$ cat src/hw/rtl/multi_wheel_pid_with_command_timeout_macros.svh
// Assertion shorthands; clocked on clk, disabled while arst_n is low.
`ifndef MULTI_WHEEL_PID_WITH_COMMAND_TIMEOUT_MACROS_SVH
`define MULTI_WHEEL_PID_WITH_COMMAND_TIMEOUT_MACROS_SVH

// same-cycle implication
`define MW_CHECK(label, ante, cons, msg) \
	label: assert property (@(posedge clk) disable iff (!arst_n) (ante) |-> (cons)) \
		else $error(msg);

// next-cycle implication
`define MW_CHECK_NEXT(label, ante, cons, msg) \
	label: assert property (@(posedge clk) disable iff (!arst_n) (ante) |=> (cons)) \
		else $error(msg);

`endif

$ cat src/hw/rtl/mwpid_ram.sv
`timescale 1ns / 1ps
`default_nettype none
module mwpid_ram #(
	parameter int WIDTH = 8,
	parameter int DEPTH = 4
) (
	input  logic                                         clk,
	input  logic                                         wr_en,
	input  logic [((DEPTH > 1) ? $clog2(DEPTH) : 1)-1:0] wr_addr,
	input  logic [WIDTH-1:0]                             wr_data,
	input  logic                                         rd_en,
	input  logic [((DEPTH > 1) ? $clog2(DEPTH) : 1)-1:0] rd_addr,
	output logic [WIDTH-1:0]                             rd_data
);
	logic [WIDTH-1:0] mem_q [DEPTH];
	logic [WIDTH-1:0] rd_data_q;

	always_ff @(posedge clk) begin
		if (wr_en) begin
			mem_q[wr_addr] <= wr_data;
		end
		if (rd_en) begin
			rd_data_q <= mem_q[rd_addr];
		end
	end

	assign rd_data = rd_data_q;

endmodule
`default_nettype wire

$ cat config.mk
export PLATFORM = sky130hd
export DESIGN_NAME = mwpid_ram
export DESIGN_NICKNAME = d
export VERILOG_FILES = /design/src/hw/rtl/multi_wheel_pid_with_command_timeout_macros.svh /design/src/hw/rtl/mwpid_ram.sv
export SDC_FILE = /design/constraint.sdc
export NUM_CORES = 1
export LEC_CHECK = 0
export CELL_PAD_IN_SITES_DETAIL_PLACEMENT = 0
export CELL_PAD_IN_SITES_GLOBAL_PLACEMENT = 2
export CORE_UTILIZATION = 45
export DETAILED_ROUTE_END_ITERATION = 12
export DONT_BUFFER_PORTS = 1
export PLACE_DENSITY = 0.83
export SLEW_MARGIN = 25
export SYNTH_ARGS = -nofsm -noshare
export SYNTH_HDL_FRONTEND = slang
export SYNTH_SLANG_ARGS = --single-unit
$ cat constraint.sdc
create_clock -name clk -period 1.7 [get_ports clk]
set_input_delay 0.34 -clock clk [delete_from_list [all_inputs] [get_ports clk]]
set_output_delay 0.34 -clock clk [all_outputs]
set_load 0.01 [all_outputs]
==> results of run 1 <==
## worst max-delay path by stage
stage | cells past startpoint | slack, ns | end
3_3_place_gp | 1 | 0.58 | mem_q[1][5]
3_5_place_dp | 1 | 0.52 | mem_q[2][5]
4_1_cts | 0 | 0.58 | rd_data[0]
6_report | 1 | 0.59 | rd_data[1]
2_1_floorplan | 1 | 0.30 | mem_q[0][0]
5_1_grt | 0 | 0.54 | rd_data[0]
## power by group
| part | switching, mW | internal (mW) | leakage (nW) |
|---|---|---|---|
| Clock | 0.280 | 0.309 | 0.0422 |
| Combinational | 0.0166 | 0.0320 | 0.0773 |
| Sequential | 0.0198 | 1.15 | 0.372 |
## cell usage in the layout, fill, tap and decap left out
| cell | netlist | routed |
|---|---|---|
| and3_1 | 1 | 1 |
| edfxtp_1 | 40 | 40 |
| bufinv_16 | 0 | 1 |
| clkinv_2 | 0 | 1 |
| clkbuf_1 | 0 | 1 |
| mux4_2 | 8 | 8 |
| and3b_1 | 2 | 2 |
| buf_4 | 0 | 1 |
| nor3b_1 | 1 | 1 |
| clkbuf_4 | 0 | 5 |
## state kept, by name, indices dropped and copies added (netlist names)
| signal | cells |
|---|---|
| mem_q | 32 |
| rd_data | 8 |
## cell type report
cell class	instances	area, um^2
fill	248	1480
sequential	40	1200
multi-input combinational	12	211
tap	44	55.1
clock buffer	6	41.3
clock inverter	2	35.0
timing repair buffer	1	7.51
## cell families after synthesis
logic type             share of synthesized area (%)
DFF                                             84.1
muxes                                           12.6
and+or+nand+nor                                 2.19
buffers and inverters                           1.14
## cell usage after synthesis
| cell | instances | share of area, % |
|---|---|---|
| edfxtp_1 | 40 | 84 |
| mux4_2 | 8 | 13 |
| and3b_1 | 2 | 1.2 |
| and3_1 | 1 | 0.44 |
| buf_6 | 1 | 0.79 |
| clkbuf_2 | 1 | 0.35 |
| nor3b_1 | 1 | 0.53 |
## through the flow
stage          hold WS [ns]  util [%]
2_1_floorplan         0.439         -
3_3_place_gp          0.439      48.7
3_5_place_dp          0.439      48.7
4_1_cts              0.0819      51.2
5_1_grt              0.0654      51.2
6_report              0.102      51.2
## per-layer routing
metal,routed length (um),global-route usage (%),vias to the layer above,part of all wire (%)
met3,96,5.27,2,5.1
met1,756,15.6,277,40
met4,13,7.14,0,0.69
li1,-,-,240,-
met5,0,0,-,0
met2,1020,20.7,17,54
==> metrics.txt, run 1 <==
result of the run complete, no violations; FF-to-FF setup slack 0.59 ns; Leakage 0.492 nW; Hold Path Origin wr_data[3]; number of stages on the worst hold path 0; delay of the slowest cell on the worst path 0.49 ns; antenna cell count 0; Synth Area per Inst 26.5 um^2; pin count of the biggest net entering global routing 13; CP Launch Point mem_q[3][1]; number of vias per cell 5.10; Post-CTS Setup Inserts 0; Total Routed Length 1890 um; RR Startpoint mem_q[3][1]; antenna violations before repair 0; highest attainable clock frequency 897 MHz; total via count after detailed routing 536; slew at the pin closest to its max-slew limit 0.408 ns; Iter 0 DRT Violations 12; post-placement worst setup slack 0.522 ns; Max-Slew Margin vs Limit 72.8%; number of standard cells in the final layout excluding fillers 105; setup repair after global routing missed its margin no; detailed-route wire length per cell 18.0 um; global-route congestion overflow total 0; summed instance area of the synthesized netlist 0.00143 mm^2; setup tns final 0 ns; area growth from synthesis to layout 8.58%; min-delay worst type input pin to flop; Pwr Density 1160 mW/mm^2; final clock skew 0.00760 ns; worst-skew pair later-pin latency 0.32 ns; count of port buffers added during placement 0; Data arrival, critical path 1.19 ns; overall fraction of global-route tracks in use 13.1%; number of global-route vias before repair 585; maximum root-to-sink buffer count 2; core box area 0.00303 mm^2; worst IR drop on VDD 0.758 mV; Placed Instance Area 0.00148 mm^2; Final Hold Vio Count 0; net count reported at finish 75; CP startpoint kind flop; sink count of the clock tree 40; vertical extent of the die 58.4 um; Overall Power 1.80 mW; number of placement rows 20; last weighted congestion value of the routability-driven placer 0.694; post-route minimum period 1.11 ns; yosys warns 0; CP bufs+invs 0; Post-Syn Instances 54; # hold bufs at CTS 0; Die Outline Area 0.00340 mm^2; cell family with the largest share of critical-path delay multiplexers; Synth Register Bits 40; max-slew violation count 0; clock root buffer clkbuf_4; H-tree lvl count 2; Worst Hold Path EP mem_q[0][3]; share of the yosys chip area belonging to registers 84.1%; count of distinct cell types in the synthesized netlist 7; post-route worst setup slack 0.586 ns; PostCTS Resize Cnt 0; Post-route DRC 0; post-route cell area 0.00155 mm^2; clock buffer count from CTS 5; ratio of final minimum period to clock period 65.6%; Max-Cap Viols 0; maximum net fanout on the critical path 1; DRT antenna net count 0; Worst path slowest cell mux4_2; die width 58.4 um; I/O Pins 23; category of the critical setup timing path flop to flop; type of element capturing the critical path flop; share of post-route cells with drive strength above 1 26.2%; post-synth net total 69; worst reg2reg path depth 1; RR Endpoint rd_data[1]; required time reported for the critical path endpoint 1.77 ns; setup violators final 0; Initial Utilization 47.2%; wire length of the first global-routing pass 2960 um; count of TritonRoute iterations in the first routing pass 4; TritonCTS clock tree done; clock edge transition at the registers on the reported setup and hold paths 0.11 ns; Critical Path, Cell by Cell mux4_2; Placed Cells incl. Taps 97
Note: power is estimated with default switching activity, not from simulation.
==> inputs of run 2 (changes only) <==
==> constraint.sdc (replaced) <==
create_clock -name clk -period 1.1 [get_ports clk]
set_input_delay 0.22 -clock clk [delete_from_list [all_inputs] [get_ports clk]]
set_output_delay 0.22 -clock clk [all_outputs]
set_load 0.01 [all_outputs]
==> metrics.txt, run 2 (synthesized netlist as in run 1, its figures left out) <==
type of element capturing the critical path flop (unchanged); pin count of the biggest net entering global routing 14 (was 13); Pwr Density 1700 mW/mm^2 (was 1160 mW/mm^2); clock buffer count from CTS 5 (unchanged); number of vias per cell 5.14 (was 5.10); core box area 0.00303 mm^2 (unchanged); CP startpoint kind flop (unchanged); overall fraction of global-route tracks in use 13.9% (was 13.1%); maximum root-to-sink buffer count 2 (unchanged); Critical Path, Cell by Cell mux4_2 (unchanged); worst hold margin 0.135 ns (was 0.102 ns); clock edge transition at the registers on the reported setup and hold paths 0.11 ns (about the same); setup repair after global routing missed its margin yes (was no); Leakage 0.546 nW (was 0.492 nW); required time reported for the critical path endpoint 1.18 ns (was 1.77 ns); Util after Layout 55.2% (was 51.2%); antenna cell count 0 (unchanged); TritonCTS clock tree done (unchanged); highest attainable clock frequency 907 MHz (was 897 MHz); I/O Pins 23 (unchanged); count of port buffers added during placement 0 (unchanged); Total Routed Length 2000 um (was 1890 um); antenna violations before repair 0 (unchanged); post-route worst setup slack -0.00293 ns (was 0.586 ns); RR Endpoint rd_data[4] (was rd_data[1]); worst reg2reg path depth 1 (unchanged); Data arrival, critical path 1.18 ns (was 1.19 ns); number of global-route vias before repair 622 (was 585); vertical extent of the die 58.4 um (unchanged); net count reported at finish 87 (was 75); CP bufs+invs 0 (unchanged); sink count of the clock tree 40 (unchanged); Worst Hold Path EP rd_data[5] (was mem_q[0][3]); Final Hold Vio Count 0 (unchanged); sequential group share of total power 63.4% (was 64.6%); area growth from synthesis to layout 17.1% (was 8.58%); Hold Path Origin rd_addr[1] (was wr_data[3]); min-delay worst type input pin to flop (unchanged); Die Outline Area 0.00340 mm^2 (unchanged); number of standard cells in the final layout excluding fillers 117 (was 105); Post-route DRC 0 (unchanged); Initial Utilization 47.2% (unchanged); Internal 2.32 mW (was 1.49 mW); maximum net fanout on the critical path 1 (unchanged); post-route minimum period 1.10 ns (was 1.11 ns); delay of the slowest cell on the worst path 0.47 ns (was 0.49 ns); ratio of final minimum period to clock period 100% (was 65.6%); commonest non-fill, non-tap cells in the layout 40 x edfxtp_1, 9 x dlygate4sd3_1, 8 x mux4_2 (was 40 x edfxtp_1, 8 x mux4_2, 5 x clkbuf_4); share of total power in the clock network 32.3% (was 32.7%); global-route congestion overflow total 0 (unchanged); result of the run complete, but fails checks (was complete, no violations); die width 58.4 um (unchanged); Placed Cells incl. Taps 100 (was 97); last weighted congestion value of the routability-driven placer 0.657 (was 0.694); detailed-route wire length per cell 17.1 um (was 18.0 um); number of stages on the worst hold path 1 (was 0); max-slew violation count 0 (unchanged); clock root buffer clkbuf_4 (unchanged); total via count after detailed routing 601 (was 536); DRT antenna net count 0 (unchanged); share of post-route cells with drive strength above 1 28.8% (was 26.2%); worst IR drop on VDD 0.879 mV (was 0.758 mV); Overall Power 2.84 mW (was 1.80 mW); Top reg by flops mem_q (unchanged); RR Startpoint mem_q[3][4] (was mem_q[3][1]); final clock skew 0.00225 ns (was 0.00760 ns); wire length of the first global-routing pass 3070 um (was 2960 um); total number of cells along the worst setup path 1 (unchanged); Worst path slowest cell mux4_2 (unchanged); Max-Slew Margin vs Limit 72.0% (was 72.8%); max FFs per register 32 (unchanged); category of the critical setup timing path flop to flop (unchanged); Logic pwr share 4.4% (was 2.7%); FF-to-FF setup slack -0.003 ns (was 0.59 ns); number of placement rows 20 (unchanged); Iter 0 DRT Violations 26 (was 12); H-tree lvl count 2 (unchanged); net switching power of the design 523 uW (was 317 uW); Max-Cap Viols 0 (unchanged); setup violators final 1 (was 0); count of TritonRoute iterations in the first routing pass 3 (was 4); slew at the pin closest to its max-slew limit 0.418 ns (was 0.408 ns); cell family with the largest share of critical-path delay multiplexers (unchanged); failing checks negative setup slack; worst-skew pair later-pin latency 0.33 ns (was 0.32 ns); proportion of total power due to net switching 18.4% (was 17.6%); most common library cell in the layout ignoring fill and taps edfxtp_1 (unchanged)
run 2: final cells by class:
class	instances	area, um^2
Sequential cell	40	1200
Clock buffer	5	37.5
Timing Repair Buffer	13	120
Tap cell	44	55.1
Fill cell	237	1360
Clock inverter	3	42.5
Multi-Input combinational cell	12	216
run 2: worst max-delay path by stage:
stage           startpoint          to  slack (ns)
2_1_floorplan   rd_addr[0]  rd_data[0]        0.01
3_3_place_gp   mem_q[3][4]  rd_data[4]        0.03
3_5_place_dp   mem_q[3][4]  rd_data[4]       0.004
4_1_cts        mem_q[3][4]  rd_data[4]      -0.007
5_1_grt        mem_q[3][0]  rd_data[0]       -0.02
6_report       mem_q[3][4]  rd_data[4]      -0.003
run 2: through the flow:
stage	TNS, ns	setup WS [ns]	instance area [um^2]
after floorplan	0	0.0132	1440
after global placement	0	0.0275	1500
after detailed placement	0	0.00375	1500
after CTS	-0.00676	-0.00676	1670
after global routing	-0.0712	-0.0199	1670
final	-0.00293	-0.00293	1670
run 2: power by group through the flow:
stage / sequential, mW / combinational, mW / clock, mW
after floorplan: 1.83 / 0.0807 / 0
after global placement: 1.83 / 0.0849 / 0
after detailed placement: 1.84 / 0.0844 / 0
after CTS: 1.80 / 0.127 / 0.947
after global routing: 1.81 / 0.134 / 0.992
final: 1.80 / 0.125 / 0.918
run 2: timing repair:
item / in CTS / in global routing
gates resized for setup: 0 / 0
endpoints found under the hold margin: 40 / 0
buffers inserted: 0 / 0
hold buffers: 9 / 0
setup endpoints to repair: 1 / 6
run 2: routing by layer:
| metal | global-route usage, % | share of wire, % |
|---|---|---|
| met1 | 16.8 | 42 |
| met2 | 22.3 | 51 |
| met3 | 5.05 | 5.5 |
| met4 | 7.14 | 1.3 |
| met5 | 0 | 0 |
