### config.mk
export PLATFORM = sky130hd
export DESIGN_NAME = mwpid_cfg
export DESIGN_NICKNAME = d
export VERILOG_FILES = /design/src/hw/rtl/multi_wheel_pid_with_command_timeout_macros.svh /design/src/hw/rtl/mwpid_pkg.sv /design/src/hw/rtl/mwpid_cfg.sv
export SDC_FILE = /design/constraint.sdc
export NUM_CORES = 1
export LEC_CHECK = 0
export ABC_AREA = 1
export BUFFER_PORTS_ARGS = -buffer_cell sky130_fd_sc_hd__buf_2
export CAP_MARGIN = 40
export CORE_MARGIN = 4
export CORE_UTILIZATION = 54
export DETAILED_ROUTE_END_ITERATION = 6
export HOLD_SLACK_MARGIN = 0.02
export PLACE_DENSITY = 0.84
export SLEW_MARGIN = 20
export SYNTH_ARGS = -nofsm -noshare
export SYNTH_HDL_FRONTEND = slang
export SYNTH_SLANG_ARGS = --single-unit
### constraint.sdc
create_clock -name clk -period 1.9 [get_ports clk]
set_input_delay 0.285 -clock clk [delete_from_list [all_inputs] [get_ports clk]]
set_output_delay 0.285 -clock clk [all_outputs]
set_load 0.02 [all_outputs]
### src/hw/rtl/multi_wheel_pid_with_command_timeout_macros.svh
// Assertion shorthands; clocked on clk, disabled while arst_n is low.
`ifndef MULTI_WHEEL_PID_WITH_COMMAND_TIMEOUT_MACROS_SVH
`define MULTI_WHEEL_PID_WITH_COMMAND_TIMEOUT_MACROS_SVH

// same-cycle implication
`define MW_CHECK(label, ante, cons, msg) \
	label: assert property (@(posedge clk) disable iff (!arst_n) (ante) |-> (cons)) \
		else $error(msg);

// next-cycle implication
`define MW_CHECK_NEXT(label, ante, cons, msg) \
	label: assert property (@(posedge clk) disable iff (!arst_n) (ante) |=> (cons)) \
		else $error(msg);

`endif

### src/hw/rtl/mwpid_pkg.sv
`timescale 1ns / 1ps
`default_nettype none
package mwpid_pkg;

	localparam int MW_WHEEL_COUNT = 6;
	localparam int MW_VFB         = 8;

	localparam int CMD_W      = 2;
	localparam int WHEEL_W    = 3;
	localparam int VEL_W      = 16;
	localparam int INTEG_W    = 24;
	localparam int INTEG_FRAC = 8;
	localparam int GAIN_W     = 16;
	localparam int GAIN_FRAC  = 8;
	localparam int LIMIT_W    = 16;
	localparam int TICK_W     = 8;
	localparam int CFG_IDX_W  = 3;
	localparam int CFG_DATA_W = 16;
	localparam int TDATA_W    = ((WHEEL_W + VEL_W + 7) / 8) * 8;

	typedef logic [CMD_W-1:0] cmd_t;
	localparam cmd_t CMD_TARGET   = 2'd0;
	localparam cmd_t CMD_MEASURED = 2'd1;
	localparam cmd_t CMD_TICK     = 2'd2;

	typedef logic [CFG_IDX_W-1:0] cfg_idx_t;
	localparam cfg_idx_t CFG_P_GAIN  = 3'd0;
	localparam cfg_idx_t CFG_I_GAIN  = 3'd1;
	localparam cfg_idx_t CFG_D_GAIN  = 3'd2;
	localparam cfg_idx_t CFG_UPPER   = 3'd3;
	localparam cfg_idx_t CFG_LOWER   = 3'd4;
	localparam cfg_idx_t CFG_TIMEOUT = 3'd5;

	localparam logic [GAIN_W-1:0]         RST_P_GAIN  = 16'd20480;
	localparam logic [GAIN_W-1:0]         RST_I_GAIN  = 16'd7680;
	localparam logic [GAIN_W-1:0]         RST_D_GAIN  = 16'd0;
	localparam logic signed [LIMIT_W-1:0] RST_UPPER   = 16'sd100;
	localparam logic signed [LIMIT_W-1:0] RST_LOWER   = -16'sd100;
	localparam logic [TICK_W-1:0]         RST_TIMEOUT = 8'd4;

	typedef struct packed {
		logic [GAIN_W-1:0]         p_gain;
		logic [GAIN_W-1:0]         i_gain;
		logic [GAIN_W-1:0]         d_gain;
		logic signed [LIMIT_W-1:0] upper;
		logic signed [LIMIT_W-1:0] lower;
		logic [TICK_W-1:0]         timeout;
	} cfg_t;

	// one memory entry per wheel
	typedef struct packed {
		logic signed [VEL_W-1:0]   target;
		logic signed [VEL_W-1:0]   measured;
		logic signed [VEL_W-1:0]   prev_meas;
		logic signed [INTEG_W-1:0] integ;
	} wheel_ent_t;

	localparam int ENT_W = $bits(wheel_ent_t);

endpackage
`default_nettype wire

### src/hw/rtl/mwpid_cfg.sv
`timescale 1ns / 1ps
`default_nettype none
module mwpid_cfg import mwpid_pkg::*; (
	input  logic                  clk,
	input  logic                  arst_n,
	input  logic                  cfg_wr_en,
	input  cfg_idx_t              cfg_index,
	input  logic [CFG_DATA_W-1:0] cfg_data,
	output cfg_t                  cfg
);
	cfg_t cfg_q;

	always_ff @(posedge clk or negedge arst_n) begin
		if (!arst_n) begin
			cfg_q.p_gain  <= RST_P_GAIN;
			cfg_q.i_gain  <= RST_I_GAIN;
			cfg_q.d_gain  <= RST_D_GAIN;
			cfg_q.upper   <= RST_UPPER;
			cfg_q.lower   <= RST_LOWER;
			cfg_q.timeout <= RST_TIMEOUT;
		end else if (cfg_wr_en) begin
			case (cfg_index)
				CFG_P_GAIN:  cfg_q.p_gain  <= cfg_data;
				CFG_I_GAIN:  cfg_q.i_gain  <= cfg_data;
				CFG_D_GAIN:  cfg_q.d_gain  <= cfg_data;
				CFG_UPPER:   cfg_q.upper   <= cfg_data;
				CFG_LOWER:   cfg_q.lower   <= cfg_data;
				CFG_TIMEOUT: cfg_q.timeout <= cfg_data[TICK_W-1:0];
				default: ;
			endcase
		end
	end

	assign cfg = cfg_q;

endmodule
`default_nettype wire

==> run metrics, run 1 <==
# fillers=slightly above 500; all-layer global routing usage=between 20% and 30%; DIE WIDTH=88.7 um; clock root buffer=clkbuf_8; FMAX=~0.74 GHz; crit path capture type=output pin; area leader, netlist=dfrtp_1; post-placement cell count=between 500 and 600; Iter 0 DRT Violations=190; post-synthesis simple-gate area fraction=33.4%; CTS resizes=0; post-synth top area share=between 40 and 50%; Seq/Total Area, Yosys=around 63%; Hold WC Path Type=input port to flip-flop; Crit Path Category=flip-flop to output pin; Clk pwr share=27.8%; clk buf depth=2; leak pwr=0.00250 uW; Initial Utilization=55.4%; Final setup viols=0; max-slew violations=0; Switching Share=33.8%; Largest delay share family, worst path=flip-flops; post-synthesis mux area share=0%; Hold Worst Slack=0.185 ns; Post-Synthesis Cell Area=3520 um2; Final Hold Fails=0; DP Wirelength=just under 7000 um; first-pass GRT wire length=15300 um; register area=2230 um2; area share of fa/ha/maj cells after synthesis=0%; initial antenna violation count=0; drt wl/cell=16.4 um; PD cells=~1200 nW/um2; critical path's slowest cell=dfstp_2; CTS Hold Bufs=1; commonest cells after routing, fill and taps aside=205 x nand2_1, 108 x buf_2, 66 x dfrtp_1, 64 x nand3_1, 22 x dfstp_2; XOR/XNOR Fraction of Synth Area=0%; Die Ht=88.7 um; I/O pin count=110; Setup Fix Bufs, Post-CTS=0; Mean Syn Cell Area=9.00 um2; routed wire length=9630 um; GRT Residual Overflow=0; Die Area=7870 um2; Max VDD drop=around 0.0007 V; vias per cell=between 5 and 6; status=complete, no violations; Mapped Cells=391; pin count of the biggest net entering global routing=37; fin crit period=1.36 ns; Cell Chain, Critical Path=buf_2; Final #Nets=526; setup_tns=0 ns; max incr delay on CP=0.55 ns; area of the multi-input gates=1180 um2; yosys warns=0; worst path required time=1.62 ns; vias post-DR=~3100; Num CTS Buffers=9; RSZ-0062 raised after global routing=false; maxcap violations=0; Synth Area in Compound Gates=0%; fin cells=approximately 590; area delta synth->final=24.9%; number of global-route vias before repair=3078; crit-path max FO=2; CP bufs+invs=1; switching power total=1800 uW; CTS clk-pin slew, worst paths=0.09 ns; Detail Route Antenna Nets=0; First-pass DRT Iterations=4; max FFs per register=88; GPL Wtd Cong=0.838; Syn Nets=413; Power, Total=5320 uW; startpoint types=flip-flop; n_diodes=0; Flop pwr share=between 40% and 50%; combinational cell fraction of total power=25.3%; combinational family with the most area after synthesis=simple AND/OR/NAND/NOR gates; clk_lat worst skew=0.35 ns; unique cell type count in the Yosys netlist=14; core area=6350 um2; crit path DAT=1.07 ns; CTS tree=yes; # rows=29; P_int=3520 uW; measured slew at the worst slew-check pin=between 0.4 and 0.5 ns; top post-synthesis cells by area=dfrtp_1 47%, nand2_1 22%, dfstp_2 16%; headroom to the max-slew limit=68.8%; Clock Sinks=a little under 90; period utilization=71.3%; layout cell share with drive strength beyond 1=between 30% and 40%; htree depth=3; flop and latch count out of synthesis=88; Final Skew=0 ns; # port buffers=between 100 and 150; residual DRC count=0; most common cell after layout, fill and taps aside=nand2_1
## metal layers
| layer | routed length, um | global-route usage, % | part of all wire, % | up-vias |
|---|---|---|---|---|
| li1 | - | - | - | 1459 |
| met1 | 3930 | 35.2 | 41 | 1522 |
| met4 | 167 | 9.62 | 1.7 | 0 |
| met5 | 0 | 0 | 0 | - |
| met3 | 987 | 7.73 | 10 | 17 |
| met2 | 4550 | 40.8 | 47 | 143 |
## cell type report
type | instances | area share, %
clock buffer | 12 | 3.53
clock inverter | 4 | 1.74
inverter | 6 | 0.513
multi-input combinational | 280 | 26.8
sequential | 88 | 50.7
tap | 77 | 2.19
timing repair buffer | 119 | 14.5
## synthesized netlist by cell type
cell and count:
buf_4 2, buf_2 14, clkinv_1 1, nand3_1 64
nor2_2 1, dfrtp_1 66, buf_1 1, inv_2 3
nor2_4 4, inv_1 2, nand2_2 5, nor2_1 1
nand2_1 205, dfstp_2 22
## path summary, 6_finish.rpt
path                       depth (start not counted)   startpoint  endpoint  slack (ns)
setup reg to reg                                   2      cfg[30]   cfg[30]        1.16
min in group asynchronous                          2       arst_n   cfg[48]        0.41
hold / removal                                     3  cfg_data[2]   cfg[26]        0.19
hold reg to reg                                    2      cfg[15]   cfg[15]        0.46
max in group asynchronous                          3       arst_n   cfg[29]        0.83
setup / recovery                                   1      cfg[65]   cfg[65]        0.54
## per-stage QoR
| step | instance area [um2] | utilization, % | setup slack, ns |
|---|---|---|---|
| 2_1_floorplan | 3520 | - | 0.869 |
| 3_3_place_gp | 4150 | 65.4 | 0.551 |
| 3_5_place_dp | 4150 | 65.4 | 0.474 |
| 4_1_cts | 4390 | 69.2 | 0.529 |
| 5_1_grt | 4390 | 69.2 | 0.501 |
| 6_report | 4390 | 69.2 | 0.544 |
## power groups by stage
stage	combinational, uW	clock [uW]	sequential, uW
detailed placement	1360	0	2520
floorplan	339	0	2950
CTS	1370	1490	2490
global route	1480	1580	2530
finish	1350	1480	2490
global placement	1310	0	2520
## logic make-up after synthesis
| kind of cell | after synthesis |
|---|---|
| AND/OR/NAND/NOR | 280 |
| flip-flops | 88 |
| buffers and inverters | 23 |
No activity file was read; power rests on OpenSTA's default activity.
==> run 2: changes to the inputs <==
--- a/config.mk
+++ b/config.mk
@@ -5,14 +5,14 @@
 export SDC_FILE = /design/constraint.sdc
 export NUM_CORES = 1
 export LEC_CHECK = 0
-export ABC_AREA = 1
+export ABC_AREA = 0
 export BUFFER_PORTS_ARGS = -buffer_cell sky130_fd_sc_hd__buf_2
 export CAP_MARGIN = 40
 export CORE_MARGIN = 4
-export CORE_UTILIZATION = 54
+export CORE_UTILIZATION = 45
 export DETAILED_ROUTE_END_ITERATION = 6
 export HOLD_SLACK_MARGIN = 0.02
-export PLACE_DENSITY = 0.84
+export PLACE_DENSITY = 0.75
 export SLEW_MARGIN = 20
 export SYNTH_ARGS = -nofsm -noshare
 export SYNTH_HDL_FRONTEND = slang
==> constraint.sdc (replaced) <==
create_clock -name clk -period 1.1 [get_ports clk]
set_input_delay 0.165 -clock clk [delete_from_list [all_inputs] [get_ports clk]]
set_output_delay 0.165 -clock clk [all_outputs]
set_load 0.02 [all_outputs]
==> run metrics, run 2 <==
reg-to-reg critical path endpoint=cfg[36] (was cfg[30]); setup ws final=-0.0972 ns (was 0.544 ns); drt wl/cell=18.7 um (was 16.4 um); clock root buffer=clkbuf_8 (unchanged); Final setup viols=22 (was 0); pin count of the biggest net entering global routing=27 (was 37); max-slew violations=0 (unchanged); clk buf depth=2 (unchanged); residual DRC count=0 (unchanged); FMAX=around 0.84 GHz; Syn Nets=213 (was 413); Cell Chain, Critical Path=buf_6 (was buf_2); CTS clk-pin slew, worst paths=0.09 ns (about the same); Iter 0 DRT Violations=54 (was 190); Initial Utilization=46.6% (was 55.4%); crit path DAT=1.03 ns (was 1.07 ns); Die Area=9000 um2 (was 7870 um2); crit path capture type=output pin (unchanged); critical path's slowest cell=dfstp_2 (unchanged); dominant synthesized flop cell=dfrtp_1 (unchanged); crit-path max FO=2 (unchanged); core area=7290 um2 (was 6350 um2); RSZ-0062 raised after global routing=true (was false); min-delay src=cfg_data[9] (was cfg_data[2]); routed wire length=8550 um (was 9630 um); PD cells=2100 nW/um2 (was 1210 nW/um2); leak pwr=0.00246 uW (was 0.00250 uW); Final Skew=0 ns (unchanged); failing checks=setup timing; Detail Route Antenna Nets=0 (unchanged); Final Core Density=70.6% (was 69.2%); commonest cells after routing, fill and taps aside=66 x dfrtp_1, 55 x buf_6, 50 x mux2_2, 50 x buf_2, 48 x buf_4 (was 205 x nand2_1, 108 x buf_2, 66 x dfrtp_1, 64 x nand3_1, 22 x dfstp_2); period utilization=109%; Final #Nets=375 (was 526); DIE WIDTH=94.9 um (was 88.7 um); Final Hold Fails=0 (unchanged); headroom to the max-slew limit=79.7% (was 68.8%); commonest cells in the netlist=87 x mux2_2, 66 x dfrtp_1, 22 x dfstp_2 (was 205 x nand2_1, 66 x dfrtp_1, 64 x nand3_1); Post-Synthesis Cell Area=3390 um2 (was 3520 um2); max FFs per register=88 (unchanged); number of global-route vias before repair=2364 (was 3078); worst path required time=0.94 ns (was 1.62 ns); I/O pin count=110 (unchanged); Clock Sinks=88 (unchanged); asr flop ratio synth=100% (unchanged); First-pass DRT Iterations=4 (unchanged); r2r setup slk=0.08 ns (was 1.16 ns); area leader, netlist=dfrtp_1 (unchanged); Post-synth EDFFs=0 (unchanged); CP bufs+invs=1 (unchanged); top post-synthesis cells by area=dfrtp_1 49%, mux2_2 29%, dfstp_2 17% (was dfrtp_1 47%, nand2_1 22%, dfstp_2 16%); GPL Wtd Cong=0.737 (was 0.838); fin crit period=1.20 ns; first-pass GRT wire length=12500 um (was 15300 um); flop and latch count out of synthesis=88 (unchanged); Crit Path Category=flip-flop to output pin (unchanged); Seq/Total Area, Yosys=65.7% (was 63.4%); maxcap violations=0 (unchanged); vias post-DR=2267 (was 3141); htree depth=3 (unchanged); hold worst-path end=cfg[49] (was cfg[26]); unique cell type count in the Yosys netlist=11 (was 14); Mean Syn Cell Area=17.8 um2 (was 9.00 um2); setup_tns=-1.74 ns (was 0 ns); Hold WC Path Type=input port to flip-flop (unchanged); measured slew at the worst slew-check pin=0.304 ns (was 0.466 ns); yosys warns=0 (unchanged); Num CTS Buffers=9 (unchanged); status=finished, violations left (was complete, no violations); CTS tree=yes (unchanged); post-synth top area share=48.7% (was 47.0%); Mapped Cells=191 (was 391); startpoint types=flip-flop (unchanged); n_diodes=0 (unchanged); layout cell share with drive strength beyond 1=80.2% (was 33.0%); area delta synth->final=51.7% (was 24.9%); worst r2r src=cfg[36] (was cfg[30]); DP Wirelength=5570 um (was 6870 um); # port buffers=109 (unchanged); all-layer global routing usage=18.6% (was 26.2%); # rows=31 (was 29); vias per cell=4.96 (was 5.36); Reg2Reg Depth=3 (was 2); initial antenna violation count=0 (unchanged); Largest delay share family, worst path=flip-flops (unchanged); Max VDD drop=0.00116 V (was 0.000690 V); Hold Crit Depth=2 (was 3); Die Ht=94.9 um (was 88.7 um); top-count cell post-synth=mux2_2 (was nand2_1); most common cell after layout, fill and taps aside=dfrtp_1 (was nand2_1); clk_lat worst skew=0.35 ns (about the same); max incr delay on CP=0.56 ns (was 0.55 ns); GRT Residual Overflow=0 (unchanged)
[run 2: where the power goes]
| group | leakage (uW) | switching (uW) | total [uW] | internal, uW |
|---|---|---|---|---|
| clock network | 0.000114 | 1110 | 2450 | 1340 |
| logic | 0.00133 | 1690 | 3770 | 2080 |
| registers | 0.00102 | 506 | 4590 | 4080 |
[run 2: final cells by class]
| class | count | area, um2 |
|---|---|---|
| multi-input combinational | 94 | 1210 |
| timing repair buffer | 160 | 1360 |
| clock buffer | 11 | 141 |
| fill | 496 | 2140 |
| sequential | 88 | 2230 |
| clock inverter | 5 | 78.8 |
| tap | 99 | 124 |
[run 2: cell families (layout without fill, tap and decap cells)]
kind of cell	count (synthesis)	after routing	share of synthesized area (%)
DFF	88	88	65.7
and+or+nand+nor	6	6	2.51
muxes	88	88	29.2
buffers and inverters	9	176	2.62
[run 2: how the worst max path moves through the flow]
| stage | slack (ns) | cells after the start | end | startpoint |
|---|---|---|---|---|
| global route | -0.14 | 1 | cfg[86] | cfg[86] |
| CTS | -0.10 | 1 | cfg[17] | cfg[17] |
| global placement | -0.19 | 4 | cfg[47] | cfg_index[0] |
| detailed placement | -0.25 | 4 | cfg[87] | cfg_index[1] |
| finish | -0.1 | 1 | cfg[86] | cfg[86] |
| floorplan | -0.25 | 4 | cfg[72] | cfg_index[0] |
[run 2: timing repair]
item,CTS,global route
buffers inserted,11,19
endpoints found under the setup margin,26,68
hold buffers,1,0
resized for setup,48,66
endpoints found under the hold margin,71,0
[run 2: stage by stage]
stage | std cells | area [um2] | hold WS [ns] | total power [uW] | setup WS, ns
final | 457 | 5150 | 0.0974 | 10800 | -0.0972
after global routing | 457 | 5150 | 0.0837 | 11300 | -0.144
after CTS | 438 | 4800 | 0.0880 | 10200 | -0.101
after detailed placement | 410 | 4340 | 0.0712 | 7380 | -0.247
after global placement | 410 | 4340 | 0.0699 | 7300 | -0.188
after floorplan | 191 | 3560 | -0.131 | 6270 | -0.248
[run 2: metal layers]
metal / vias to the layer above / GRT usage, % / part of all wire (%)
li1: 1011 / - / -
met1: 1157 / 24.5 / 42
met2: 89 / 28.0 / 49
met3: 10 / 7.89 / 8.1
met4: 0 / 6.01 / 1.0
met5: - / 0 / 0
==> run 3: changes to the inputs <==
--- a/config.mk
+++ b/config.mk
@@ -13,6 +13,7 @@
 export DETAILED_ROUTE_END_ITERATION = 6
 export HOLD_SLACK_MARGIN = 0.02
 export PLACE_DENSITY = 0.75
+export REMOVE_ABC_BUFFERS = 1
 export SLEW_MARGIN = 20
 export SYNTH_ARGS = -nofsm -noshare
 export SYNTH_HDL_FRONTEND = slang
==> run metrics, run 3 (synthesis results as in run 2) <==
most common cell after layout, fill and taps aside=mux2_2 (was dfrtp_1); htree depth=3 (unchanged); max FFs per register=88 (unchanged); crit path DAT=1.05 ns (was 1.03 ns); Die Area=9000 um2 (unchanged); I/O pin count=110 (unchanged); DIE WIDTH=94.9 um (unchanged); crit path capture type=output pin (unchanged); Detail Route Antenna Nets=0 (unchanged); clk buf depth=2 (unchanged); GPL Wtd Cong=0.725 (was 0.737); leak pwr=0.00225 uW (was 0.00246 uW); Clk pwr share=23.6% (was 22.7%); FMAX=0.822 GHz (was 0.835 GHz); drt wl/cell=18.7 um (about the same); pin count of the biggest net entering global routing=54 (was 27); core area=7290 um2 (unchanged); n_diodes=0 (unchanged); status=finished, violations left (unchanged); area delta synth->final=45.7% (was 51.7%); number of global-route vias before repair=2215 (was 2364); startpoint types=flip-flop (unchanged); # rows=31 (unchanged); Area after DPL=4170 um2 (was 4340 um2); Crit Path Category=flip-flop to output pin (unchanged); vias post-DR=2113 (was 2267); all-layer global routing usage=17.8% (was 18.6%); clk_lat worst skew=0.35 ns (about the same); Num CTS Buffers=9 (unchanged); Cell Chain, Critical Path=buf_6 (unchanged); Max VDD drop=0.00102 V (was 0.00116 V); Final setup viols=22 (unchanged); GRT Residual Overflow=0 (unchanged); Die Ht=94.9 um (unchanged); Hold WC Path Type=input port to flip-flop (unchanged); Iter 0 DRT Violations=38 (was 54); Switching Share=31.3% (was 30.6%); initial antenna violation count=0 (unchanged); residual DRC count=0 (unchanged); Clock Sinks=88 (unchanged); measured slew at the worst slew-check pin=0.432 ns (was 0.304 ns); Final Hold Fails=0 (unchanged); Largest delay share family, worst path=flip-flops (unchanged); period utilization=111% (was 109%); max incr delay on CP=0.57 ns (was 0.56 ns); CP bufs+invs=1 (unchanged); # port buffers=109 (unchanged); Final Skew=0 ns (unchanged); P_int=7290 uW (was 7510 uW); Initial Utilization=46.6% (unchanged); first-pass GRT wire length=11900 um (was 12500 um); commonest cells after routing, fill and taps aside=87 x mux2_2, 79 x buf_6, 66 x dfrtp_1, 29 x buf_2, 22 x dfstp_2 (was 66 x dfrtp_1, 55 x buf_6, 50 x mux2_2, 50 x buf_2, 48 x buf_4); vias per cell=4.95 (was 4.96); First-pass DRT Iterations=4 (unchanged); setup ws final=-0.116 ns (was -0.0972 ns); Flop pwr share=43.5% (was 42.4%); PD cells=2140 nW/um2 (was 2100 nW/um2); failing checks=setup timing (unchanged); pre-CTS setup slack=-0.211 ns (was -0.247 ns); CTS tree=yes (unchanged); RSZ-0062 raised after global routing=true (unchanged); headroom to the max-slew limit=71.2% (was 79.7%); switching power total=3320 uW (was 3310 uW); Hold Worst Slack=0.0866 ns (was 0.0974 ns); clock root buffer=clkbuf_8 (unchanged); DP Wirelength=5260 um (was 5570 um); layout cell share with drive strength beyond 1=78.7% (was 80.2%); Final Core Density=67.8% (was 70.6%); worst path required time=0.94 ns (about the same); post-route cell area=4950 um2 (was 5150 um2); Final #Nets=345 (was 375); crit-path max FO=2 (unchanged); maxcap violations=0 (unchanged); critical path's slowest cell=dfstp_2 (unchanged); CTS clk-pin slew, worst paths=0.10 ns (was 0.09 ns); fin crit period=1.22 ns (was 1.20 ns); combinational cell fraction of total power=32.9% (was 34.9%); routed wire length=7980 um (was 8550 um); max-slew violations=0 (unchanged)
run 3: cell types whose count changed in the layout (fill, tap and decap cells not counted), sizes merged:
cell and delta:
clkbuf -2, clkinv -1, inv +1, clkinvlp +2
buf -30
run 3: routing by layer:
layer,track usage [%],vias to the layer above,part of all wire [%]
met5,0,-,0
met4,7.57,0,1.3
met3,5.18,9,6.5
met2,27.6,73,51
met1,23.5,1085,41
li1,-,946,-
run 3: through the flow:
step	instances	power (uW)	TNS (ns)
6_report	427	10600	-1.85
5_1_grt	427	11100	-3.05
4_1_cts	425	10100	-2.31
3_5_place_dp	404	7180	-14.07
3_3_place_gp	404	7090	-12.61
2_1_floorplan	182	6060	-7.61
run 3: final cells by class:
type                       instances  area (um2)
clock buffer                       9         124
sequential                        88        2230
tap                               99         124
clock inverter                     7         104
timing repair buffer             130        1290
multi-input combinational         94        1080
fill                             511        2340
run 3: path summary, 6_finish.rpt:
kind                            to  depth (start not counted)  slack [ns]         start
setup / recovery           cfg[10]                          1       -0.12       cfg[10]
min in group asynchronous  cfg[46]                          3        0.32        arst_n
max in group asynchronous  cfg[18]                          3        0.35        arst_n
setup reg to reg           cfg[60]                          2        0.19       cfg[60]
hold reg to reg             cfg[6]                          1        0.50        cfg[6]
hold / removal             cfg[83]                          2        0.09  cfg_data[11]
run 3: power by group through the flow:
stage	Combinational (uW)	Clock [uW]	Sequential, uW
2_1_floorplan	671	0	5380
3_3_place_gp	2620	0	4470
3_5_place_dp	2680	0	4500
4_1_cts	3010	2580	4500
5_1_grt	3680	2720	4700
6_report	3490	2500	4610
run 3: repair_timing:
action	CTS	global route
hold buffers	1	0
gates resized for setup	58	101
gates cloned	0	0
endpoints found under the hold margin	66	0
setup endpoints to repair	31	80
setup buffers	4	2
